## src/sha256sh_pkg.sv

```systemverilog
// Shared types, constants and round functions for the streaming SHA-256 hasher.
`timescale 1ns / 1ps

package sha256sh_pkg;

  // Largest byte count a message may reach (2^61 - 1).
  localparam logic [60:0] ByteTotalMax = {61{1'b1}};
  localparam logic [7:0]  PadByte      = 8'h80;
  // Last byte position before the 64-bit length field.
  localparam logic [5:0]  LastPadPos   = 6'd55;
  localparam logic [5:0]  LastBytePos  = 6'd63;
  localparam logic [5:0]  LastRound    = 6'd63;
  localparam logic [2:0]  LastWord     = 3'd7;

  // One message item as it arrives.
  typedef struct packed {
    logic [7:0] data_byte;
    logic       byte_valid;
    logic       last_item;
  } in_item_t;

  // One digest word as it leaves.
  typedef struct packed {
    logic [31:0] digest_word;
    logic [2:0]  word_index;
    logic        last_word;
    logic        length_error;
  } out_item_t;

  // Source of a byte written into the block buffer.
  typedef enum logic [1:0] {
    SRC_DATA,
    SRC_PAD,
    SRC_ZERO
  } byte_src_t;

  // Commands from the controller to the datapath.
  typedef struct packed {
    logic       wr_en;
    byte_src_t  wr_sel;
    logic [5:0] wr_pos;
    logic       count_en;
    logic       ovf_set;
    logic       load_len;
    logic       init_vars;
    logic       round_en;
    logic [5:0] round_idx;
    logic       chain_add;
    logic       emit;
  } ctrl_cmd_t;

  // Status from the datapath to the controller.
  typedef struct packed {
    logic [5:0] fill;
    logic       at_max;
    logic       overflow;
    logic       out_busy;
  } dp_status_t;

  function automatic logic [31:0] rotr(input logic [31:0] x, input int unsigned n);
    rotr = (x >> n) | (x << (32 - n));
  endfunction

  function automatic logic [31:0] big_sigma0(input logic [31:0] x);
    big_sigma0 = rotr(x, 2) ^ rotr(x, 13) ^ rotr(x, 22);
  endfunction

  function automatic logic [31:0] big_sigma1(input logic [31:0] x);
    big_sigma1 = rotr(x, 6) ^ rotr(x, 11) ^ rotr(x, 25);
  endfunction

  function automatic logic [31:0] small_sigma0(input logic [31:0] x);
    small_sigma0 = rotr(x, 7) ^ rotr(x, 18) ^ (x >> 3);
  endfunction

  function automatic logic [31:0] small_sigma1(input logic [31:0] x);
    small_sigma1 = rotr(x, 17) ^ rotr(x, 19) ^ (x >> 10);
  endfunction

  function automatic logic [31:0] choose(input logic [31:0] e, input logic [31:0] f,
                                         input logic [31:0] g);
    choose = (e & f) ^ (~e & g);
  endfunction

  function automatic logic [31:0] majority(input logic [31:0] a, input logic [31:0] b,
                                           input logic [31:0] c);
    majority = (a & b) ^ (a & c) ^ (b & c);
  endfunction

  // Initial hash value for each chaining word.
  function automatic logic [31:0] init_hash(input logic [2:0] idx);
    case (idx)
      3'd0:    init_hash = 32'h6A09E667;
      3'd1:    init_hash = 32'hBB67AE85;
      3'd2:    init_hash = 32'h3C6EF372;
      3'd3:    init_hash = 32'hA54FF53A;
      3'd4:    init_hash = 32'h510E527F;
      3'd5:    init_hash = 32'h9B05688C;
      3'd6:    init_hash = 32'h1F83D9AB;
      default: init_hash = 32'h5BE0CD19;
    endcase
  endfunction

  // Round constant table.
  function automatic logic [31:0] round_k(input logic [5:0] idx);
    case (idx)
      6'd0:  round_k = 32'h428A2F98;  6'd1:  round_k = 32'h71374491;
      6'd2:  round_k = 32'hB5C0FBCF;  6'd3:  round_k = 32'hE9B5DBA5;
      6'd4:  round_k = 32'h3956C25B;  6'd5:  round_k = 32'h59F111F1;
      6'd6:  round_k = 32'h923F82A4;  6'd7:  round_k = 32'hAB1C5ED5;
      6'd8:  round_k = 32'hD807AA98;  6'd9:  round_k = 32'h12835B01;
      6'd10: round_k = 32'h243185BE;  6'd11: round_k = 32'h550C7DC3;
      6'd12: round_k = 32'h72BE5D74;  6'd13: round_k = 32'h80DEB1FE;
      6'd14: round_k = 32'h9BDC06A7;  6'd15: round_k = 32'hC19BF174;
      6'd16: round_k = 32'hE49B69C1;  6'd17: round_k = 32'hEFBE4786;
      6'd18: round_k = 32'h0FC19DC6;  6'd19: round_k = 32'h240CA1CC;
      6'd20: round_k = 32'h2DE92C6F;  6'd21: round_k = 32'h4A7484AA;
      6'd22: round_k = 32'h5CB0A9DC;  6'd23: round_k = 32'h76F988DA;
      6'd24: round_k = 32'h983E5152;  6'd25: round_k = 32'hA831C66D;
      6'd26: round_k = 32'hB00327C8;  6'd27: round_k = 32'hBF597FC7;
      6'd28: round_k = 32'hC6E00BF3;  6'd29: round_k = 32'hD5A79147;
      6'd30: round_k = 32'h06CA6351;  6'd31: round_k = 32'h14292967;
      6'd32: round_k = 32'h27B70A85;  6'd33: round_k = 32'h2E1B2138;
      6'd34: round_k = 32'h4D2C6DFC;  6'd35: round_k = 32'h53380D13;
      6'd36: round_k = 32'h650A7354;  6'd37: round_k = 32'h766A0ABB;
      6'd38: round_k = 32'h81C2C92E;  6'd39: round_k = 32'h92722C85;
      6'd40: round_k = 32'hA2BFE8A1;  6'd41: round_k = 32'hA81A664B;
      6'd42: round_k = 32'hC24B8B70;  6'd43: round_k = 32'hC76C51A3;
      6'd44: round_k = 32'hD192E819;  6'd45: round_k = 32'hD6990624;
      6'd46: round_k = 32'hF40E3585;  6'd47: round_k = 32'h106AA070;
      6'd48: round_k = 32'h19A4C116;  6'd49: round_k = 32'h1E376C08;
      6'd50: round_k = 32'h2748774C;  6'd51: round_k = 32'h34B0BCB5;
      6'd52: round_k = 32'h391C0CB3;  6'd53: round_k = 32'h4ED8AA4A;
      6'd54: round_k = 32'h5B9CCA4F;  6'd55: round_k = 32'h682E6FF3;
      6'd56: round_k = 32'h748F82EE;  6'd57: round_k = 32'h78A5636F;
      6'd58: round_k = 32'h84C87814;  6'd59: round_k = 32'h8CC70208;
      6'd60: round_k = 32'h90BEFFFA;  6'd61: round_k = 32'hA4506CEB;
      6'd62: round_k = 32'hBEF9A3F7;  default: round_k = 32'hC67178F2;
    endcase
  endfunction

endpackage

```

## src/sha256sh_datapath.sv

```systemverilog
// Datapath: block buffer and schedule window, round logic, chaining state and digest buffer.
`timescale 1ns / 1ps

module sha256sh_datapath (
  input  logic                     clk,
  input  logic                     rst,
  input  sha256sh_pkg::ctrl_cmd_t  cmd,
  input  logic [7:0]               data_byte,
  output sha256sh_pkg::dp_status_t status,
  output logic                     out_valid,
  input  logic                     out_stall,
  output sha256sh_pkg::out_item_t  out_item
);

  // Block words double as the rolling message schedule.
  logic [31:0] win [16];
  logic [31:0] wv [8];
  logic [31:0] chain [8];
  logic [60:0] byte_total;
  logic        overflow;

  // Digest buffer, drained one word per transfer.
  logic [31:0] obuf [8];
  logic [2:0]  out_idx;
  logic        out_err;

  logic [7:0]  wr_byte;
  logic [31:0] t1;
  logic [31:0] t2;
  logic [31:0] w_next;
  logic [63:0] bit_len;
  logic        out_xfer;

  // Byte source selection.
  always_comb begin
    case (cmd.wr_sel)
      sha256sh_pkg::SRC_DATA: wr_byte = data_byte;
      sha256sh_pkg::SRC_PAD:  wr_byte = sha256sh_pkg::PadByte;
      default:                wr_byte = 8'h00;
    endcase
  end

  // One compression round and the next schedule word.
  always_comb begin
    t1 = wv[7] + sha256sh_pkg::big_sigma1(wv[4]) +
         sha256sh_pkg::choose(wv[4], wv[5], wv[6]) +
         sha256sh_pkg::round_k(cmd.round_idx) + win[0];
    t2 = sha256sh_pkg::big_sigma0(wv[0]) + sha256sh_pkg::majority(wv[0], wv[1], wv[2]);
    w_next = sha256sh_pkg::small_sigma1(win[14]) + win[9] +
             sha256sh_pkg::small_sigma0(win[1]) + win[0];
  end

  assign bit_len  = {byte_total, 3'b000};
  assign out_xfer = out_valid && !out_stall;

  // Block buffer and schedule window.
  always_ff @(posedge clk) begin
    if (cmd.round_en) begin
      for (int i = 0; i < 15; i++) begin
        win[i] <= win[i + 1];
      end
      win[15] <= w_next;
    end else if (cmd.load_len) begin
      win[14] <= bit_len[63:32];
      win[15] <= bit_len[31:0];
    end else if (cmd.wr_en) begin
      for (int i = 0; i < 16; i++) begin
        for (int j = 0; j < 4; j++) begin
          if (cmd.wr_pos[5:2] == 4'(i) && cmd.wr_pos[1:0] == 2'(3 - j)) begin
            win[i][8*j +: 8] <= wr_byte;
          end
        end
      end
    end
  end

  // Working variables a to h.
  always_ff @(posedge clk) begin
    if (cmd.init_vars) begin
      for (int i = 0; i < 8; i++) begin
        wv[i] <= chain[i];
      end
    end else if (cmd.round_en) begin
      wv[7] <= wv[6];
      wv[6] <= wv[5];
      wv[5] <= wv[4];
      wv[4] <= wv[3] + t1;
      wv[3] <= wv[2];
      wv[2] <= wv[1];
      wv[1] <= wv[0];
      wv[0] <= t1 + t2;
    end
  end

  // Chaining state, byte count and length flag.
  always_ff @(posedge clk) begin
    if (rst || cmd.emit) begin
      for (int i = 0; i < 8; i++) begin
        chain[i] <= sha256sh_pkg::init_hash(3'(i));
      end
      byte_total <= '0;
      overflow   <= 1'b0;
    end else begin
      if (cmd.chain_add) begin
        for (int i = 0; i < 8; i++) begin
          chain[i] <= chain[i] + wv[i];
        end
      end
      if (cmd.count_en) begin
        byte_total <= byte_total + 61'd1;
      end
      if (cmd.ovf_set) begin
        overflow <= 1'b1;
      end
    end
  end

  // Digest buffer payload.
  always_ff @(posedge clk) begin
    if (cmd.emit) begin
      for (int i = 0; i < 8; i++) begin
        obuf[i] <= chain[i];
      end
      out_err <= overflow;
    end else if (out_xfer) begin
      for (int i = 0; i < 7; i++) begin
        obuf[i] <= obuf[i + 1];
      end
      obuf[7] <= obuf[7];
    end
  end

  // Digest buffer control.
  always_ff @(posedge clk) begin
    if (rst) begin
      out_valid <= 1'b0;
      out_idx   <= '0;
    end else if (cmd.emit) begin
      out_valid <= 1'b1;
      out_idx   <= '0;
    end else if (out_xfer) begin
      out_idx <= out_idx + 3'd1;
      if (out_idx == sha256sh_pkg::LastWord) begin
        out_valid <= 1'b0;
      end
    end
  end

  assign out_item.digest_word  = obuf[0];
  assign out_item.word_index   = out_idx;
  assign out_item.last_word    = (out_idx == sha256sh_pkg::LastWord);
  assign out_item.length_error = out_err;

  assign status.fill     = byte_total[5:0];
  assign status.at_max   = (byte_total == sha256sh_pkg::ByteTotalMax);
  assign status.overflow = overflow;
  assign status.out_busy = out_valid;

endmodule

```

## src/sha256sh_ctrl.sv

```systemverilog
// Controller: sequences byte intake, padding, compression rounds and digest hand-off.
`timescale 1ns / 1ps

module sha256sh_ctrl (
  input  logic                     clk,
  input  logic                     rst,
  input  logic                     msg_valid,
  output logic                     msg_stall,
  input  logic                     byte_valid,
  input  logic                     last_item,
  input  sha256sh_pkg::dp_status_t status,
  output sha256sh_pkg::ctrl_cmd_t  cmd
);

  typedef enum logic [2:0] {
    ST_IDLE,
    ST_PAD,
    ST_LEN,
    ST_INIT,
    ST_ROUND,
    ST_ADD,
    ST_WAIT_OUT
  } state_t;

  state_t     state;
  logic [5:0] round;
  logic [5:0] pad_pos;
  logic       pad_first;
  logic       finishing;
  logic       final_blk;

  logic       accept;
  logic       wrote;
  logic       block_full;

  assign msg_stall  = (state != ST_IDLE);
  assign accept     = msg_valid && (state == ST_IDLE);
  assign wrote      = byte_valid && !status.at_max;
  assign block_full = wrote && (status.fill == sha256sh_pkg::LastBytePos);

  // Command decode from the current state.
  always_comb begin
    cmd           = '0;
    cmd.wr_sel    = sha256sh_pkg::SRC_DATA;
    cmd.round_idx = round;
    unique case (state)
      ST_IDLE: begin
        cmd.wr_en    = accept && wrote;
        cmd.wr_pos   = status.fill;
        cmd.count_en = accept && wrote;
        cmd.ovf_set  = accept && byte_valid && status.at_max;
      end
      ST_PAD: begin
        cmd.wr_en  = 1'b1;
        cmd.wr_sel = pad_first ? sha256sh_pkg::SRC_PAD : sha256sh_pkg::SRC_ZERO;
        cmd.wr_pos = pad_pos;
      end
      ST_LEN:      cmd.load_len  = 1'b1;
      ST_INIT:     cmd.init_vars = 1'b1;
      ST_ROUND:    cmd.round_en  = 1'b1;
      ST_ADD:      cmd.chain_add = 1'b1;
      ST_WAIT_OUT: cmd.emit      = !status.out_busy;
      default:     cmd = '0;
    endcase
  end

  // State and sequencing registers.
  always_ff @(posedge clk) begin
    if (rst) begin
      state     <= ST_IDLE;
      round     <= '0;
      pad_pos   <= '0;
      pad_first <= 1'b0;
      finishing <= 1'b0;
      final_blk <= 1'b0;
    end else begin
      unique case (state)
        ST_IDLE: begin
          if (accept) begin
            if (block_full) begin
              // Full block first; padding starts afresh at byte zero.
              state     <= ST_INIT;
              finishing <= last_item;
              pad_pos   <= '0;
              pad_first <= 1'b1;
            end else if (last_item) begin
              state     <= ST_PAD;
              finishing <= 1'b1;
              pad_pos   <= status.fill + {5'd0, wrote};
              pad_first <= 1'b1;
            end
          end
        end
        ST_PAD: begin
          pad_first <= 1'b0;
          pad_pos   <= pad_pos + 6'd1;
          if (pad_pos == sha256sh_pkg::LastPadPos) begin
            state <= ST_LEN;
          end else if (pad_pos == sha256sh_pkg::LastBytePos) begin
            // No room for the length: compress this block and pad another.
            state <= ST_INIT;
          end
        end
        ST_LEN: begin
          final_blk <= 1'b1;
          state     <= ST_INIT;
        end
        ST_INIT: begin
          round <= '0;
          state <= ST_ROUND;
        end
        ST_ROUND: begin
          round <= round + 6'd1;
          if (round == sha256sh_pkg::LastRound) begin
            state <= ST_ADD;
          end
        end
        ST_ADD: begin
          if (final_blk) begin
            state <= ST_WAIT_OUT;
          end else if (finishing) begin
            state <= ST_PAD;
          end else begin
            state <= ST_IDLE;
          end
        end
        ST_WAIT_OUT: begin
          if (!status.out_busy) begin
            state     <= ST_IDLE;
            finishing <= 1'b0;
            final_blk <= 1'b0;
          end
        end
        default: state <= ST_IDLE;
      endcase
    end
  end

endmodule

```

## src/sha256_stream_hasher.sv

```systemverilog
// Top level of the streaming SHA-256 hasher: one message byte per transfer in, digest words out.
// Bytes are taken one per cycle while input is not stalled; a block's 64th byte stalls input
// during compression. A last item pads one byte per cycle to position 55, writes the length and
// compresses once or twice; the digest then leaves as eight word transfers.
// Synchronous reset restores the initial hash values, clears the byte count and flags and empties the buffer.
`timescale 1ns / 1ps

module sha256_stream_hasher (
  input  logic                    clk,
  input  logic                    rst,
  input  logic                    msg_valid,
  output logic                    msg_stall,
  input  sha256sh_pkg::in_item_t  msg,
  output logic                    dgst_valid,
  input  logic                    dgst_stall,
  output sha256sh_pkg::out_item_t dgst
);

  sha256sh_pkg::ctrl_cmd_t  cmd;
  sha256sh_pkg::dp_status_t status;

  // Controller.
  sha256sh_ctrl u_ctrl (
    .clk        (clk),
    .rst        (rst),
    .msg_valid  (msg_valid),
    .msg_stall  (msg_stall),
    .byte_valid (msg.byte_valid),
    .last_item  (msg.last_item),
    .status     (status),
    .cmd        (cmd)
  );

  // Datapath.
  sha256sh_datapath u_datapath (
    .clk       (clk),
    .rst       (rst),
    .cmd       (cmd),
    .data_byte (msg.data_byte),
    .status    (status),
    .out_valid (dgst_valid),
    .out_stall (dgst_stall),
    .out_item  (dgst)
  );

`ifndef SYNTH
  // A new digest is never loaded over one still draining.
  a_emit_free: assert property (@(posedge clk) disable iff (rst)
    cmd.emit |-> !status.out_busy)
    else $error("digest emitted while output buffer busy");

  // The length flag is only raised once the count has saturated.
  a_ovf_sat: assert property (@(posedge clk) disable iff (rst)
    status.overflow |-> status.at_max)
    else $error("length flag set below saturation");

  // Digest words leave in order without a gap inside a digest.
  a_word_seq: assert property (@(posedge clk) disable iff (rst)
    dgst_valid && !dgst_stall && !dgst.last_word |=>
      dgst_valid && dgst.word_index == $past(dgst.word_index) + 3'd1)
    else $error("digest word order broken");
`endif

endmodule

```

## config.mk

```make
export PLATFORM = sky130hd
export DESIGN_NAME = sha256_stream_hasher
export DESIGN_NICKNAME = d
export VERILOG_FILES = /design/src/sha256sh_pkg.sv /design/src/sha256sh_datapath.sv /design/src/sha256sh_ctrl.sv /design/src/sha256_stream_hasher.sv
export SDC_FILE = /design/constraint.sdc
export NUM_CORES = 2
export LEC_CHECK = 0
export BUFFER_PORTS_ARGS = -buffer_cell sky130_fd_sc_hd__buf_2
export CORE_ASPECT_RATIO = 0.6
export CORE_UTILIZATION = 54
export CTS_CLUSTER_DIAMETER = 60
export DETAILED_ROUTE_END_ITERATION = 7
export PLACE_DENSITY = 0.7
export SYNTH_ARGS = -nofsm -noshare
export SYNTH_HDL_FRONTEND = slang
export SYNTH_HIERARCHICAL = 1
export SYNTH_SLANG_ARGS = --single-unit
```

## constraint.sdc

```tcl
create_clock -name clk -period 12 [get_ports clk]
set_input_delay 1.8 -clock clk [delete_from_list [all_inputs] [get_ports clk]]
set_output_delay 1.8 -clock clk [all_outputs]
set_load 0.02 [all_outputs]
```

* Yosys cells after proc, flatten, opt, wreduce, memory -nomap -nowiden *
Memories as Yosys holds them, arrays and structs flattened.
Index checks and enable logic that the tools add are counted.

word-level totals
  register bits = 85
  RAM bits = 1280
  memory bits (read-only) = 2048
  output and inout port bits = 39
  word-level logic and storage cells = 761
  memories = 5

operators by class
  $add $sub $neg = 23
  equality and inequality tests = 36
  muxes and demuxes = 476
  bitwise operators = 117
  reduce and logical (&&, ||, !) cells = 93

memory list
  name              depth  width  read ports  clocked after memory_dff  write ports  RTL line                 text
  (no name shown)   64     32     1           0                         0            sha256sh_pkg.sv:106      case (idx)
  u_datapath.win    16     32     16          0                         16           sha256sh_datapath.sv:16  logic [31:0] win [16];
  u_datapath.chain  8      32     8           0                         8            sha256sh_datapath.sv:18  logic [31:0] chain [8];
  u_datapath.obuf   8      32     8           0                         8            sha256sh_datapath.sv:23  logic [31:0] obuf [8];
  u_datapath.wv     8      32     8           0                         8            sha256sh_datapath.sv:17  logic [31:0] wv [8];

operator list
  operator                                        count
  2-to-1 mux 32 bit                               34
  adder 32 bit                                    18
  2-to-1 mux 8 bit                                64
  2-to-1 mux 1 bit                                354
  bitwise XOR 32 bit                              9
  bitwise AND 32 bit                              5
  OR 1 bit                                        90
  logical AND 1 bit                               71
  adder 61 x 1 -> 61 bit (second input constant)  1
  equality test 61 bit (second input constant)    1
  case mux 6 bit (2 select lines)                 3
  equality test 4 bit (second input constant)     8
  NOT 32 bit                                      1
  OR 10 x 32 -> 32 bit                            1
  OR 13 x 32 -> 32 bit                            1
  OR 14 x 32 -> 32 bit                            1
  OR 15 x 32 -> 32 bit                            1
  OR 19 x 32 -> 32 bit                            1
  OR 21 x 32 -> 32 bit                            1
  OR 25 x 32 -> 32 bit                            1
  OR 26 x 32 -> 32 bit                            1
  OR 30 x 32 -> 32 bit                            1
  OR 7 x 32 -> 32 bit                             1
  bitwise XOR 32 x 22 -> 32 bit                   1
  36 further kinds                                75

* Logic depth before layout (Yosys ltp) *
  depth in word-level cells = 10
  depth in mapped cells = 45
  gate-level depth less buffers = 42

* By module *
Netlist, hierarchy kept.

by module, submodules not included
  module             times used  cells each  area each (um2)
  sha256sh_datapath  1           7361        81403.1
  sha256sh_ctrl      1           178         1451.4

* Least setup slack after synthesis *
OpenSTA, ideal clock, no wires.

  path type = reg2reg
  start = register u_ctrl.state[0]
  end = memory u_datapath.wv[0][31] (data pin)
  arrival time = 8.845 ns
  data required time = 11.855 ns
  setup slack = 3.010 ns
  cell stages (with the launch flop) = 44
  path buffers = 4
  period minus slack after synthesis = 8.990 ns
  cell sequence = dfxtp_1 -> buf_6 -> clkbuf_8 -> nand3_1 -> and2_1 -> clkbuf_1 -> inv_1 -> ha_1 -> clkbuf_1 -> nor2_1 -> o311a_1 -> a41oi_1 -> o311ai_0 -> fa_1 -> fa_1 -> inv_1 -> fa_1 -> inv_1 -> (+8 left out) -> a21oi_1 -> nor2_1 -> nor2_1 -> xnor2_1 -> inv_1 -> fa_1 -> inv_1 -> ha_1 -> a21oi_1 -> nand3b_1 -> o21ai_1 -> o31ai_1 -> o311ai_1 -> o21a_1 -> o21bai_1 -> a21oi_1 -> xor3_1 -> o21ai_1

RTL lines
  item                    RTL line                 text
  start, declared         sha256sh_ctrl.sv:25      state_t state;
  start signal, assigned  sha256sh_ctrl.sv:70      state <= ST_IDLE;
  start signal, assigned  sha256sh_ctrl.sv:82      state <= ST_INIT;
  start signal, assigned  sha256sh_ctrl.sv:87      state <= ST_PAD;
  end, declared           sha256sh_datapath.sv:17

==> impl_metrics.toml <==
[detailed_routing]
routed_wl_microns = 266900
antenna_left = 0
dr.pass1.iters = 6
dr.first_iter.drc_count = 9505
via_per_inst = 6.442
wire_per_inst_microns = 27.95
vias = 61538
drc_errors = 0

[global_routing]
grt-busiest-layer = "met1"
use_met1 = 0.5675
gr-usage-met3 = 0.1321
grt_pass1_wl_microns = 387900
antenna_found_initial = 12
grt_pass1_vias = 56178
gr-usage-met2 = 0.4020
grt_start_max_net_pins = 111
grtUsageTotal = 0.3406
grt-ovfl-total = 0

[die]
boundaryPins = 53
fp.coreArea_sq_um = 151100
rows = 110
chipWidth_microns = 507.7
die_h_microns = 305.4
die_area_sq_um = 155000
floorplan.initialDensity = 0.5482

[clocking]
post-cts-setup-buffers = 0
clk_latency_ns = 0.82
cts_tree = "built"
cts_root_buf = "clkbuf_16"
clkTransAtPathRegs_ns = 0.06
cts-resized-gates = 0
postCtsHoldBufs = 0
cts_buffers = 138
cts.sinks = 1365
cts_buffer_depth = 3
cts.htree.levels = 4

[power]
power.total_w = 0.01248
swShare = 0.3062
ir_drop_v = 0.0001476
p_seq_frac = 0.428
power_density_nw_per_um2 = 139.9
internal_power_w = 0.008660
power.leakage_nw = 33.66
p_sw_w = 0.003822
pwr-share-comb = 0.222
clkPwrFrac = 0.349

[min_path]
min_to = "u_datapath/out_err"
worst_hold_path_type = "reg2reg"
hold_depth = 0
hp-start = "u_datapath/overflow"

[timing]
setup_tns_ns = 0
fmax_mhz = 87.59
worst_pin_slew_ns = 1.313
period_share = 0.9514
rsz0062_at_grt = "no"
slew_violations = 0
slew_headroom = 0.1212
final.min_clock_period_ns = 11.42
skew_ns = 0.05400
hold_violations = 0
setup_violations = 0

[run_status]
outcome = "complete, no violations"

[critical_path]
rr_endpoint = "u_datapath/wv[0][31]"
crit_fanout = 19
crit_required_ns = 12.65
start_kind = "flop"
ff2ff_setup_slack_ns = 0.58
r2r_cells = 40
slowest_delay_ns = 0.85
cp-end-kind = "flop"
criticalPathCategory = "reg2reg"
slowest_stage = "ha_1"
r2r_start = "u_ctrl/state[1]"
worstPathArrival_ns = 12.07

[synth]
yosys_warnings = 6
syn_avg_cell_area_sq_um = 10.99
synth_area_sq_um = 82850
synth_cells = 7538
syn_nets = 8140

[cells_and_area]
syn_to_final_growth_pct = 7.705
layout.cells.non_filler = 9552
fin_nets = 8033
drive_gt1_frac = 0.1135

[placed_design]
dp_hpwl_microns = 196800
dp_cells = 9307
gp_congestion = 1.033
port_buffers = 52

[flow_run]
drv_cap = 0
## state kept, by name, indices dropped and copies added, names as in the netlist
signal,flops
u_datapath/out_idx,3
u_datapath/win,512
u_ctrl/state,3
u_datapath/chain,256
u_ctrl/pad_first,1
u_ctrl/pad_pos,6
u_datapath/wv,256
u_datapath/obuf,256
u_datapath/out_valid,1
u_ctrl/final_blk,1
u_ctrl/finishing,1
u_datapath/byte_total,61
u_datapath/out_err,1
u_datapath/overflow,1
u_ctrl/round,6
## layout make-up
type	count	area, sq um
fillers	12421	61890
flip-flops and latches	1365	40150
multi-input cells	5435	39810
clock buffers	169	3612
well taps	2016	2522
inverters	336	1270
repair buffers	155	1059
clock inverters	74	800.8
diodes	2	5.005
## metal layers
layer  wire (microns)  up-vias
met5              120        -
met4             3711        8
met3            44330      281
met2            95460     4031
met1           123300    30167
li1                 -    27051
## stage by stage
step / hold WS, ns / utilization / instance area [sq um] / setup slack (ns)
2_1_floorplan: 0.4090 / - / 82850 / 3.010
5_1_grt: 0.4512 / 0.5904 / 89230 / 0.08133
4_1_cts: 0.4383 / 0.5904 / 89230 / 1.003
3_3_place_gp: 0.4180 / 0.5612 / 84810 / 1.154
3_5_place_dp: 0.4239 / 0.5612 / 84810 / 1.053
6_report: 0.4355 / 0.5905 / 89230 / 0.5831
## power groups by stage
| stage | combinational [W] | clock (W) | sequential [W] |
|---|---|---|---|
| 2_1_floorplan | 0.00189 | 0 | 0.00542 |
| 3_3_place_gp | 0.00262 | 0 | 0.00544 |
| 3_5_place_dp | 0.00266 | 0 | 0.00544 |
| 4_1_cts | 0.00268 | 0.00441 | 0.00534 |
| 5_1_grt | 0.00300 | 0.00459 | 0.00535 |
| 6_report | 0.00278 | 0.00436 | 0.00535 |
## worst max-delay path, delay by kind of cell, from the launching register on
kind,cells,cell delay (ns)
XOR/XNOR,2,0.62
flip-flops,1,0.48
AO/OA/AOI/OAI,16,3.46
buffers and inverters,6,0.88
adder cells (fa/ha/maj),7,3.46
AND/OR/NAND/NOR,9,2.39
## worst max path at each step
| stage | from | to |
|---|---|---|
| 2_1_floorplan | u_ctrl/state[0] | u_datapath/wv[0][31] |
| 3_3_place_gp | u_ctrl/state[0] | u_datapath/wv[0][31] |
| 3_5_place_dp | u_ctrl/state[1] | u_datapath/wv[0][31] |
| 4_1_cts | u_ctrl/state[1] | u_datapath/wv[0][31] |
| 5_1_grt | u_ctrl/state[0] | u_datapath/wv[0][31] |
| 6_report | u_ctrl/state[1] | u_datapath/wv[0][31] |
## cells in the final DEF, fill, tap and decap left out, types with 101 or more instances in the layout
cell / n
edfxtp_1: 1281
ha_1: 393
buf_4: 101
nor2_1: 419
nand2_1: 820
fa_1: 195
a21o_1: 353
o21ai_0: 624
mux2_2: 432
xor2_1: 218
nand3_1: 102
clkbuf_16: 140
inv_1: 333
a21oi_1: 407
xnor2_1: 392
No activity file was read; power rests on OpenSTA's default activity.
